==> src/rtl/mme_pkg.sv <==
// Shared constants, types and helper functions of the matrix multiply engine.
package mme_pkg;

    localparam int MAX_DIM    = 8;
    localparam int DATA_WIDTH = 16;
    localparam int FRAC_BITS  = 8;

    localparam int DIM_W   = (MAX_DIM > 1) ? $clog2(MAX_DIM) : 1;
    localparam int DEPTH   = MAX_DIM * MAX_DIM;
    localparam int ADDR_W  = $clog2(DEPTH);
    localparam int PROD_W  = 2 * DATA_WIDTH;
    localparam int ACC_W   = PROD_W + DIM_W;

    localparam int CMD_W     = 2;
    localparam int IDX_W     = 3;
    localparam int CFG_W     = 4;
    localparam int CFG_IDX_W = 2;

    localparam logic [CMD_W-1:0] CMD_LOAD_A  = 2'd0;
    localparam logic [CMD_W-1:0] CMD_LOAD_B  = 2'd1;
    localparam logic [CMD_W-1:0] CMD_COMPUTE = 2'd2;

    localparam logic [CFG_IDX_W-1:0] CFG_A_ROWS = 2'd0;
    localparam logic [CFG_IDX_W-1:0] CFG_A_COLS = 2'd1;
    localparam logic [CFG_IDX_W-1:0] CFG_B_COLS = 2'd2;

    localparam logic [CFG_W-1:0] DIM_RESET = CFG_W'(MAX_DIM);

    typedef enum logic [1:0] {
        S_IDLE,
        S_ISSUE,
        S_DRAIN,
        S_OUT
    } t_state;

    typedef struct packed {
        logic clear;
        logic valid;
    } t_mac_ctl;

    typedef struct packed {
        logic                  busy;
        logic                  sat;
        logic [DATA_WIDTH-1:0] value;
    } t_mac_res;

    // Highest usable index for a dimension register; zero acts as one and
    // anything above the maximum acts as the maximum.
    function automatic logic [CFG_W-1:0] eff_last(input logic [CFG_W-1:0] d);
        logic [CFG_W-1:0] res;
        if (d == '0) begin
            res = '0;
        end else if (d > CFG_W'(MAX_DIM)) begin
            res = CFG_W'(MAX_DIM - 1);
        end else begin
            res = d - 1'b1;
        end
        return res;
    endfunction

    function automatic logic [ADDR_W-1:0] elem_addr(input logic [CFG_W-1:0] r,
                                                    input logic [CFG_W-1:0] c);
        return ADDR_W'(r * MAX_DIM + c);
    endfunction

endpackage

==> src/rtl/mme_in_if.sv <==
// Input channel of the matrix multiply engine: command beats with load data.
interface mme_in_if;
    import mme_pkg::*;

    logic                         valid;
    logic                         ready;
    logic [CMD_W-1:0]             cmd;
    logic [IDX_W-1:0]             row;
    logic [IDX_W-1:0]             col;
    logic signed [DATA_WIDTH-1:0] value;

    modport source (output valid, cmd, row, col, value, input ready);
    modport sink   (input valid, cmd, row, col, value, output ready);
endinterface

==> src/rtl/mme_out_if.sv <==
// Output channel of the matrix multiply engine: one beat per result element.
interface mme_out_if;
    import mme_pkg::*;

    logic                         valid;
    logic                         ready;
    logic [IDX_W-1:0]             out_row;
    logic [IDX_W-1:0]             out_col;
    logic signed [DATA_WIDTH-1:0] out_value;
    logic                         saturated;
    logic                         last;

    modport source (output valid, out_row, out_col, out_value, saturated, last,
                    input ready);
    modport sink   (input valid, out_row, out_col, out_value, saturated, last,
                    output ready);
endinterface

==> src/rtl/matrix_multiply_engine_core.sv <==
// Matrix multiply engine top level: stores A and B and emits C = A * B.
//
// Load beats (A or B element) are taken one per cycle while idle and written
// straight into the element stores; a load outside the configured dimensions
// is dropped. A compute beat then emits a_rows * b_cols result beats in
// row-major order, the final one marked with last. Each dot product runs
// through one shared multiplier fed by the single read port of each store,
// one product per cycle, then drains through the store read, product and
// accumulator registers into a registered output beat held by output stalls.
// While a product is being computed the input side is not ready.
module matrix_multiply_engine_core (
    input  logic                            i_clk,
    input  logic                            i_rst_n,
    input  logic                            i_cfg_we,
    input  logic [mme_pkg::CFG_IDX_W-1:0]   i_cfg_idx,
    input  logic [mme_pkg::CFG_W-1:0]       i_cfg_data,
    mme_in_if.sink                          i_in,
    mme_out_if.source                       o_out
);
    import mme_pkg::*;

    t_state             r_state, n_state;
    logic [CFG_W-1:0]   r_a_rows, r_a_cols, r_b_cols;
    logic [DIM_W-1:0]   r_i, n_i;
    logic [DIM_W-1:0]   r_j, n_j;
    logic [DIM_W-1:0]   r_k, n_k;
    logic               r_v1;

    logic [IDX_W-1:0]      r_out_row, n_out_row;
    logic [IDX_W-1:0]      r_out_col, n_out_col;
    logic [DATA_WIDTH-1:0] r_out_value, n_out_value;
    logic                  r_out_sat, n_out_sat;
    logic                  r_out_last, n_out_last;

    logic [CFG_W-1:0]      w_r_last, w_k_last, w_c_last;
    logic                  w_a_we, w_b_we, w_start, w_ready;
    logic [ADDR_W-1:0]     w_waddr, w_a_raddr, w_b_raddr;
    logic [DATA_WIDTH-1:0] w_a_rdata, w_b_rdata;
    t_mac_ctl              w_mac_ctl;
    t_mac_res              w_mac_res;

    assign w_r_last = eff_last(r_a_rows);
    assign w_k_last = eff_last(r_a_cols);
    assign w_c_last = eff_last(r_b_cols);

    assign w_waddr   = elem_addr(CFG_W'(i_in.row), CFG_W'(i_in.col));
    assign w_a_raddr = elem_addr(CFG_W'(r_i), CFG_W'(r_k));
    assign w_b_raddr = elem_addr(CFG_W'(r_k), CFG_W'(r_j));

    mme_ram #(.WIDTH(DATA_WIDTH), .DEPTH(DEPTH)) u_a_store (
        .i_clk   (i_clk),
        .i_we    (w_a_we),
        .i_waddr (w_waddr),
        .i_wdata (i_in.value),
        .i_raddr (w_a_raddr),
        .o_rdata (w_a_rdata)
    );

    mme_ram #(.WIDTH(DATA_WIDTH), .DEPTH(DEPTH)) u_b_store (
        .i_clk   (i_clk),
        .i_we    (w_b_we),
        .i_waddr (w_waddr),
        .i_wdata (i_in.value),
        .i_raddr (w_b_raddr),
        .o_rdata (w_b_rdata)
    );

    assign w_mac_ctl.clear = w_start;
    assign w_mac_ctl.valid = r_v1;

    mme_mac u_mac (
        .i_clk   (i_clk),
        .i_rst_n (i_rst_n),
        .i_ctl   (w_mac_ctl),
        .i_a     (signed'(w_a_rdata)),
        .i_b     (signed'(w_b_rdata)),
        .o_res   (w_mac_res)
    );

    always_comb begin
        n_state     = r_state;
        n_i         = r_i;
        n_j         = r_j;
        n_k         = r_k;
        n_out_row   = r_out_row;
        n_out_col   = r_out_col;
        n_out_value = r_out_value;
        n_out_sat   = r_out_sat;
        n_out_last  = r_out_last;
        w_a_we      = 1'b0;
        w_b_we      = 1'b0;
        w_start     = 1'b0;
        w_ready     = 1'b0;
        case (r_state)
            S_IDLE: begin
                w_ready = 1'b1;
                if (i_in.valid) begin
                    case (i_in.cmd)
                        CMD_LOAD_A: begin
                            w_a_we = (CFG_W'(i_in.row) <= w_r_last) &&
                                     (CFG_W'(i_in.col) <= w_k_last);
                        end
                        CMD_LOAD_B: begin
                            w_b_we = (CFG_W'(i_in.row) <= w_k_last) &&
                                     (CFG_W'(i_in.col) <= w_c_last);
                        end
                        CMD_COMPUTE: begin
                            n_i     = '0;
                            n_j     = '0;
                            n_k     = '0;
                            w_start = 1'b1;
                            n_state = S_ISSUE;
                        end
                        default: begin
                        end
                    endcase
                end
            end
            S_ISSUE: begin
                if (CFG_W'(r_k) == w_k_last) begin
                    n_k     = '0;
                    n_state = S_DRAIN;
                end else begin
                    n_k = DIM_W'(r_k + 1'b1);
                end
            end
            S_DRAIN: begin
                // The sum is final once no read or product is in flight.
                if (!r_v1 && !w_mac_res.busy) begin
                    n_out_row   = IDX_W'(r_i);
                    n_out_col   = IDX_W'(r_j);
                    n_out_value = w_mac_res.value;
                    n_out_sat   = w_mac_res.sat;
                    n_out_last  = (CFG_W'(r_i) == w_r_last) &&
                                  (CFG_W'(r_j) == w_c_last);
                    n_state     = S_OUT;
                end
            end
            S_OUT: begin
                if (o_out.ready) begin
                    if (r_out_last) begin
                        n_state = S_IDLE;
                    end else begin
                        if (CFG_W'(r_j) == w_c_last) begin
                            n_j = '0;
                            n_i = DIM_W'(r_i + 1'b1);
                        end else begin
                            n_j = DIM_W'(r_j + 1'b1);
                        end
                        w_start = 1'b1;
                        n_state = S_ISSUE;
                    end
                end
            end
            default: begin
                n_state = S_IDLE;
            end
        endcase
    end

    always_ff @(posedge i_clk) begin
        if (!i_rst_n) begin
            r_state  <= S_IDLE;
            r_a_rows <= DIM_RESET;
            r_a_cols <= DIM_RESET;
            r_b_cols <= DIM_RESET;
            r_i      <= '0;
            r_j      <= '0;
            r_k      <= '0;
            r_v1     <= 1'b0;
        end else begin
            r_state <= n_state;
            r_i     <= n_i;
            r_j     <= n_j;
            r_k     <= n_k;
            r_v1    <= (r_state == S_ISSUE);
            if (i_cfg_we) begin
                case (i_cfg_idx)
                    CFG_A_ROWS: r_a_rows <= i_cfg_data;
                    CFG_A_COLS: r_a_cols <= i_cfg_data;
                    CFG_B_COLS: r_b_cols <= i_cfg_data;
                    default: begin
                    end
                endcase
            end
        end
        r_out_row   <= n_out_row;
        r_out_col   <= n_out_col;
        r_out_value <= n_out_value;
        r_out_sat   <= n_out_sat;
        r_out_last  <= n_out_last;
    end

    assign i_in.ready      = w_ready;
    assign o_out.valid     = (r_state == S_OUT);
    assign o_out.out_row   = r_out_row;
    assign o_out.out_col   = r_out_col;
    assign o_out.out_value = signed'(r_out_value);
    assign o_out.saturated = r_out_sat;
    assign o_out.last      = r_out_last;

`ifndef ASSERT_OFF
    a_out_pipe_empty: assert property (@(posedge i_clk) disable iff (!i_rst_n)
        o_out.valid |-> (!r_v1 && !w_mac_res.busy))
        else $error("result beat offered while the dot product is in flight");

    a_ready_excl: assert property (@(posedge i_clk) disable iff (!i_rst_n)
        i_in.ready |-> !o_out.valid)
        else $error("input ready while a result beat is pending");

    a_last_idle: assert property (@(posedge i_clk) disable iff (!i_rst_n)
        (o_out.valid && o_out.ready && o_out.last) |=> (r_state == S_IDLE))
        else $error("engine did not return to idle after the last beat");

    a_read_follows_issue: assert property (@(posedge i_clk) disable iff (!i_rst_n)
        r_v1 |-> $past(r_state == S_ISSUE))
        else $error("store read flagged without an issue cycle");

    a_no_store_write_busy: assert property (@(posedge i_clk) disable iff (!i_rst_n)
        (w_a_we || w_b_we) |-> (r_state == S_IDLE))
        else $error("store written while a product is being computed");
`endif
endmodule

==> src/rtl/mme_ram.sv <==
// Generic simple dual-port RAM with one write port and a registered read port.
module mme_ram #(
    parameter int WIDTH = 16,
    parameter int DEPTH = 64
) (
    input  logic                     i_clk,
    input  logic                     i_we,
    input  logic [$clog2(DEPTH)-1:0] i_waddr,
    input  logic [WIDTH-1:0]         i_wdata,
    input  logic [$clog2(DEPTH)-1:0] i_raddr,
    output logic [WIDTH-1:0]         o_rdata
);
    logic [WIDTH-1:0] r_mem [DEPTH];
    logic [WIDTH-1:0] r_rdata;

    always_ff @(posedge i_clk) begin
        if (i_we) begin
            r_mem[i_waddr] <= i_wdata;
        end
        r_rdata <= r_mem[i_raddr];
    end

    assign o_rdata = r_rdata;
endmodule

==> src/rtl/mme_mac.sv <==
// Shared multiply-accumulate unit with floor shift and saturation to Q8.8.
module mme_mac (
    input  logic                                     i_clk,
    input  logic                                     i_rst_n,
    input  mme_pkg::t_mac_ctl                        i_ctl,
    input  logic signed [mme_pkg::DATA_WIDTH-1:0]    i_a,
    input  logic signed [mme_pkg::DATA_WIDTH-1:0]    i_b,
    output mme_pkg::t_mac_res                        o_res
);
    import mme_pkg::*;

    localparam int SH_W = ACC_W - FRAC_BITS;

    logic signed [PROD_W-1:0] r_prod;
    logic                     r_pv;
    logic signed [ACC_W-1:0]  r_acc;
    logic signed [ACC_W-1:0]  n_acc;
    logic [SH_W-1:0]          w_sh;
    logic [SH_W-DATA_WIDTH:0] w_upper;
    logic                     w_fits;

    always_comb begin
        n_acc = r_acc;
        if (i_ctl.clear) begin
            n_acc = '0;
        end else if (r_pv) begin
            n_acc = r_acc + ACC_W'(r_prod);
        end
    end

    always_ff @(posedge i_clk) begin
        if (!i_rst_n) begin
            r_pv <= 1'b0;
        end else begin
            r_pv <= i_ctl.valid;
        end
        r_prod <= i_a * i_b;
        r_acc  <= n_acc;
    end

    // Dropping the fraction bits of the exact sum is a floor shift.
    assign w_sh    = r_acc[ACC_W-1:FRAC_BITS];
    assign w_upper = w_sh[SH_W-1:DATA_WIDTH-1];
    assign w_fits  = (&w_upper) | ~(|w_upper);

    always_comb begin
        o_res.busy = r_pv;
        o_res.sat  = !w_fits;
        if (w_fits) begin
            o_res.value = w_sh[DATA_WIDTH-1:0];
        end else if (w_sh[SH_W-1]) begin
            o_res.value = {1'b1, {(DATA_WIDTH-1){1'b0}}};
        end else begin
            o_res.value = {1'b0, {(DATA_WIDTH-1){1'b1}}};
        end
    end
endmodule

==> src/flat_wrapper.sv <==
// flat-port wrapper written by rule: the top's interface ports become plain ports
module matrix_multiply_engine_core_flat import mme_pkg::*;
  (i_clk, i_rst_n, i_cfg_we, i_cfg_idx, i_cfg_data, i_in_valid, i_in_cmd, i_in_row, i_in_col, i_in_value, i_in_ready, o_out_valid, o_out_out_row, o_out_out_col, o_out_out_value, o_out_saturated, o_out_last, o_out_ready);
  mme_in_if i_in_i ();
  mme_out_if o_out_i ();
  input  logic i_clk;
  input  logic i_rst_n;
  input  logic i_cfg_we;
  input  logic [mme_pkg::CFG_IDX_W-1:0] i_cfg_idx;
  input  logic [mme_pkg::CFG_W-1:0] i_cfg_data;
  input wire logic [$bits(i_in_i.valid)-1:0] i_in_valid;
  input wire logic [$bits(i_in_i.cmd)-1:0] i_in_cmd;
  input wire logic [$bits(i_in_i.row)-1:0] i_in_row;
  input wire logic [$bits(i_in_i.col)-1:0] i_in_col;
  input wire logic [$bits(i_in_i.value)-1:0] i_in_value;
  output wire logic [$bits(i_in_i.ready)-1:0] i_in_ready;
  output wire logic [$bits(o_out_i.valid)-1:0] o_out_valid;
  output wire logic [$bits(o_out_i.out_row)-1:0] o_out_out_row;
  output wire logic [$bits(o_out_i.out_col)-1:0] o_out_out_col;
  output wire logic [$bits(o_out_i.out_value)-1:0] o_out_out_value;
  output wire logic [$bits(o_out_i.saturated)-1:0] o_out_saturated;
  output wire logic [$bits(o_out_i.last)-1:0] o_out_last;
  input wire logic [$bits(o_out_i.ready)-1:0] o_out_ready;
  assign i_in_i.valid = i_in_valid;
  assign i_in_i.cmd = i_in_cmd;
  assign i_in_i.row = i_in_row;
  assign i_in_i.col = i_in_col;
  assign i_in_i.value = i_in_value;
  assign i_in_ready = i_in_i.ready;
  assign o_out_valid = o_out_i.valid;
  assign o_out_out_row = o_out_i.out_row;
  assign o_out_out_col = o_out_i.out_col;
  assign o_out_out_value = o_out_i.out_value;
  assign o_out_saturated = o_out_i.saturated;
  assign o_out_last = o_out_i.last;
  assign o_out_i.ready = o_out_ready;
  matrix_multiply_engine_core u_core (.i_clk(i_clk), .i_rst_n(i_rst_n), .i_cfg_we(i_cfg_we), .i_cfg_idx(i_cfg_idx), .i_cfg_data(i_cfg_data), .i_in(i_in_i), .o_out(o_out_i));
endmodule
==> config.mk <==
export PLATFORM = sky130hd
export DESIGN_NAME = matrix_multiply_engine_core_flat
export DESIGN_NICKNAME = d
export VERILOG_FILES = /design/src/rtl/mme_pkg.sv /design/src/rtl/mme_in_if.sv /design/src/rtl/mme_out_if.sv /design/src/rtl/matrix_multiply_engine_core.sv /design/src/rtl/mme_ram.sv /design/src/rtl/mme_mac.sv /design/src/flat_wrapper.sv
export SDC_FILE = /design/constraint.sdc
export NUM_CORES = 2
export LEC_CHECK = 0
export ABC_AREA = 1
export BUFFER_PORTS_ARGS = -buffer_cell sky130_fd_sc_hd__buf_2
export CORE_ASPECT_RATIO = 1.5
export CORE_MARGIN = 5
export CORE_UTILIZATION = 65
export DETAILED_ROUTE_END_ITERATION = 8
export PLACE_DENSITY = 0.81
export SKIP_CTS_REPAIR_TIMING = 1
export SLEW_MARGIN = 20
export SYNTH_ARGS = -nofsm -noshare
export SYNTH_HDL_FRONTEND = slang
export SYNTH_SLANG_ARGS = --single-unit
==> constraint.sdc <==
create_clock -name i_clk -period 8.5 [get_ports i_clk]
set_input_delay 1.275 -clock i_clk [delete_from_list [all_inputs] [get_ports i_clk]]
set_output_delay 1.275 -clock i_clk [all_outputs]
set_load 0.02 [all_outputs]
==> impl_metrics.json <==
{
  "status": "finished clean",
  "critPathLaunch": "u_core.u_b_store.o_rdata[1]",
  "required_ps": 9210,
  "critPathKind": "reg2reg",
  "avgSynthCellArea_um2": 11.5,
  "io_pins": 61,
  "fin_crit_sh_pct": 71.2,
  "wirelength_mm": 274,
  "wl_met3_mm": 28.5,
  "r2r_setup_slack_ps": 2440,
  "core-area_mm2": 0.151,
  "seq_area_frac_synth_pct": 65.5,
  "cp.arrival_ps": 6760,
  "r2r-start": "u_core.u_b_store.o_rdata[1]",
  "syn_nets": 9026,
  "mappedNetlistArea_mm2": 0.0988,
  "grt_pass1_vias": 68000,
  "fin_tns_setup_ps": 0,
  "overflow": 0,
  "initial_core_util_pct": 65.3,
  "drcViolationCount": 0,
  "vias": 69200,
  "rows": 175,
  "nNetsFinal": 8934,
  "period_needed_ps": 6060,
  "dpl.hpwl_mm": 164,
  "ctsLongestPathBuffers": 3,
  "cp-endpoint": "u_core.u_mac.r_prod[29]",
  "cp-start-kind": "register",
  "synthArstFlopShare_pct": 0,
  "grt_antenna_before_repair": 11,
  "vias_per_cell": 6.47,
  "gp_congestion": 0.929,
  "worstMarginPinSlew_ps": 1230,
  "slew_viol_final": 0,
  "grt_max_degree": 218,
  "cts-buffers-inserted": 188,
  "dr.pass1.iters": 8,
  "synthCells": 8590,
  "cts_tree": "built",
  "routedWlPerCell_um": 25.6,
  "synth.distinct_cells": 51,
  "portBuffers": 60,
  "multi_input_area_mm2": 0.0294,
  "wl_met1_mm": 88.3,
  "hold_viol": 0,
  "ys.warnings.count": 0,
  "cp-end-kind": "register",
  "wl_met2_mm": 136,
  "dieWidth_um": 328,
  "area_delta_synth_final_pct": 8.56,
  "drt_iter0_drc": 10900,
  "critPathMaxFanout": 16,
  "relSlewSlack_pct": 17.7,
  "worstRegToRegCells": 17,
  "hold_class": "reg2reg",
  "nFillCells": 9807,
  "cts.clk_slew.worst_paths_ps": 70,
  "r2r-end": "u_core.u_mac.r_prod[29]",
  "chipHeight_um": 487,
  "htreeDepth": 4,
  "synthFlopType": "edfxtp_1",
  "skew_ps": 32.5,
  "max-cap-violations": 0,
  "grt_setup_unrepaired": "false",
  "grt_pass1_wl_mm": 408,
  "utilization_pct": 70.9,
  "ys_ff_latch": 2196,
  "cts.sinks": 2196,
  "final-seq-area_mm2": 0.0647,
  "synth_edf_count": 2072,
  "dieArea_mm2": 0.160,
  "grt_usage_pct": 33.9,
  "postRouteAntennaNets": 0,
  "setup_violations": 0,
  "max_freq_ghz": 0.165,
  "clock_latency_ps": 850,
  "top_layer_used": "met5",
  "clockRootBuffer": "clkbuf_16",
  "drive_gt1_share_pct": 6.57
}
## cell usage in the layout, fill, tap and decap left out, types with 23 or more instances in the layout
cell	instances
clkbuf_1	40
edfxtp_1	2072
ha_1	138
dfxtp_1	117
nor2_1	1341
bufinv_16	24
nand3_1	320
nand2_1	1061
inv_1	596
xor2_1	44
clkbuf_16	189
o22ai_1	513
o21ai_1	77
a21oi_1	175
o21ai_0	1155
nor3_1	30
buf_4	196
nand4_1	23
clkinv_1	33
buf_2	44
clkinv_2	30
fa_1	263
## cells by family (layout without fill, tap and decap cells)
kind of cell	Yosys count	count (layout)	share of synthesized area [%]
AO/OA/AOI/OAI	1974	1974	10.8
XOR/XNOR	58	58	0.514
adder cells (fa/ha/maj)	401	401	7.08
buffers and inverters	1137	1206	4.76
flip-flops	2196	2196	65.5
other	0	7	0
AND/OR/NAND/NOR	2824	2824	11.4
## worst min-delay path by stage
stage / start / to / depth (start not counted)
4_1_cts: u_core.r_v1 / u_core.u_mac.r_pv / 2
5_1_grt: u_core.u_mac.r_acc[0] / u_core.u_mac.r_acc[0] / 2
3_3_place_gp: u_core.r_v1 / u_core.u_mac.r_pv / 2
2_1_floorplan: u_core.r_v1 / u_core.u_mac.r_pv / 2
3_5_place_dp: u_core.r_v1 / u_core.u_mac.r_pv / 2
6_report: u_core.r_v1 / u_core.u_mac.r_pv / 2
## synth_stat cells (all sizes together) (124+ instances only)
cell	instances	area share [%]
fa	263	5.3
o21ai	1232	6.2
clkbuf	343	1.3
buf	188	1.1
nand3	323	1.6
ha	138	1.7
edfxtp	2072	63
nor2	1348	5.1
dfxtp	124	2.5
o22ai	513	3.2
inv	604	2.3
nand2	1062	4.0
a21oi	175	0.89
## per-stage QoR
step	area (um2)	setup slack, ps	std cells	hold WS, ps
floorplan	98800	3090	8590	421
global placement	101000	2490	10300	443
detailed placement	101000	2480	10300	456
CTS	107000	2430	10700	464
global route	107000	2000	10700	484
finish	107000	2440	10700	471
## per-layer routing
layer | track usage [%] | vias to the layer above
met2 | 56.9 | 4870
met4 | 22.2 | 2
met1 | 40.7 | 33400
li1 | - | 29900
met3 | 5.80 | 1068
met5 | 0 | -
## sequential cells by signal, indices dropped and copies added (netlist names), 4 cells and up
name                      flops
u_core.u_a_store.r_mem     1024
u_core.u_b_store.r_mem     1024
u_core.u_mac.r_acc           35
u_core.u_mac.r_prod          32
u_core.o_out.out_value       16
u_core.u_a_store.o_rdata     16
u_core.u_b_store.o_rdata     16
u_core.r_a_cols               4
u_core.r_a_rows               4
u_core.r_b_cols               4
## worst max-delay path: stages (launching register included)
cell	delay (ps)
dfxtp_1	730
nand2_1	190
inv_1	170
fa_1	550
fa_1	850
fa_1	530
fa_1	510
fa_1	500
inv_1	50
fa_1	480
inv_1	50
ha_1	330
a21oi_1	210
o21ai_0	150
a221oi_1	350
o211ai_1	140
nand2_1	80
nand2_1	50
## final cells by class
cell class / instances / share of cell area, %
repair buffers: 249 / 1.74
clock inverters: 120 / 1.33
clock buffers: 231 / 4.58
flip-flops and latches: 2196 / 60.4
multi-input cells: 5257 / 27.4
inverters: 606 / 2.16
diodes: 7 / 0.0163
well taps: 2035 / 2.37
Power is not shown: default switching activity piles up to over one toggle a cycle in this logic, so the estimate is an artifact.
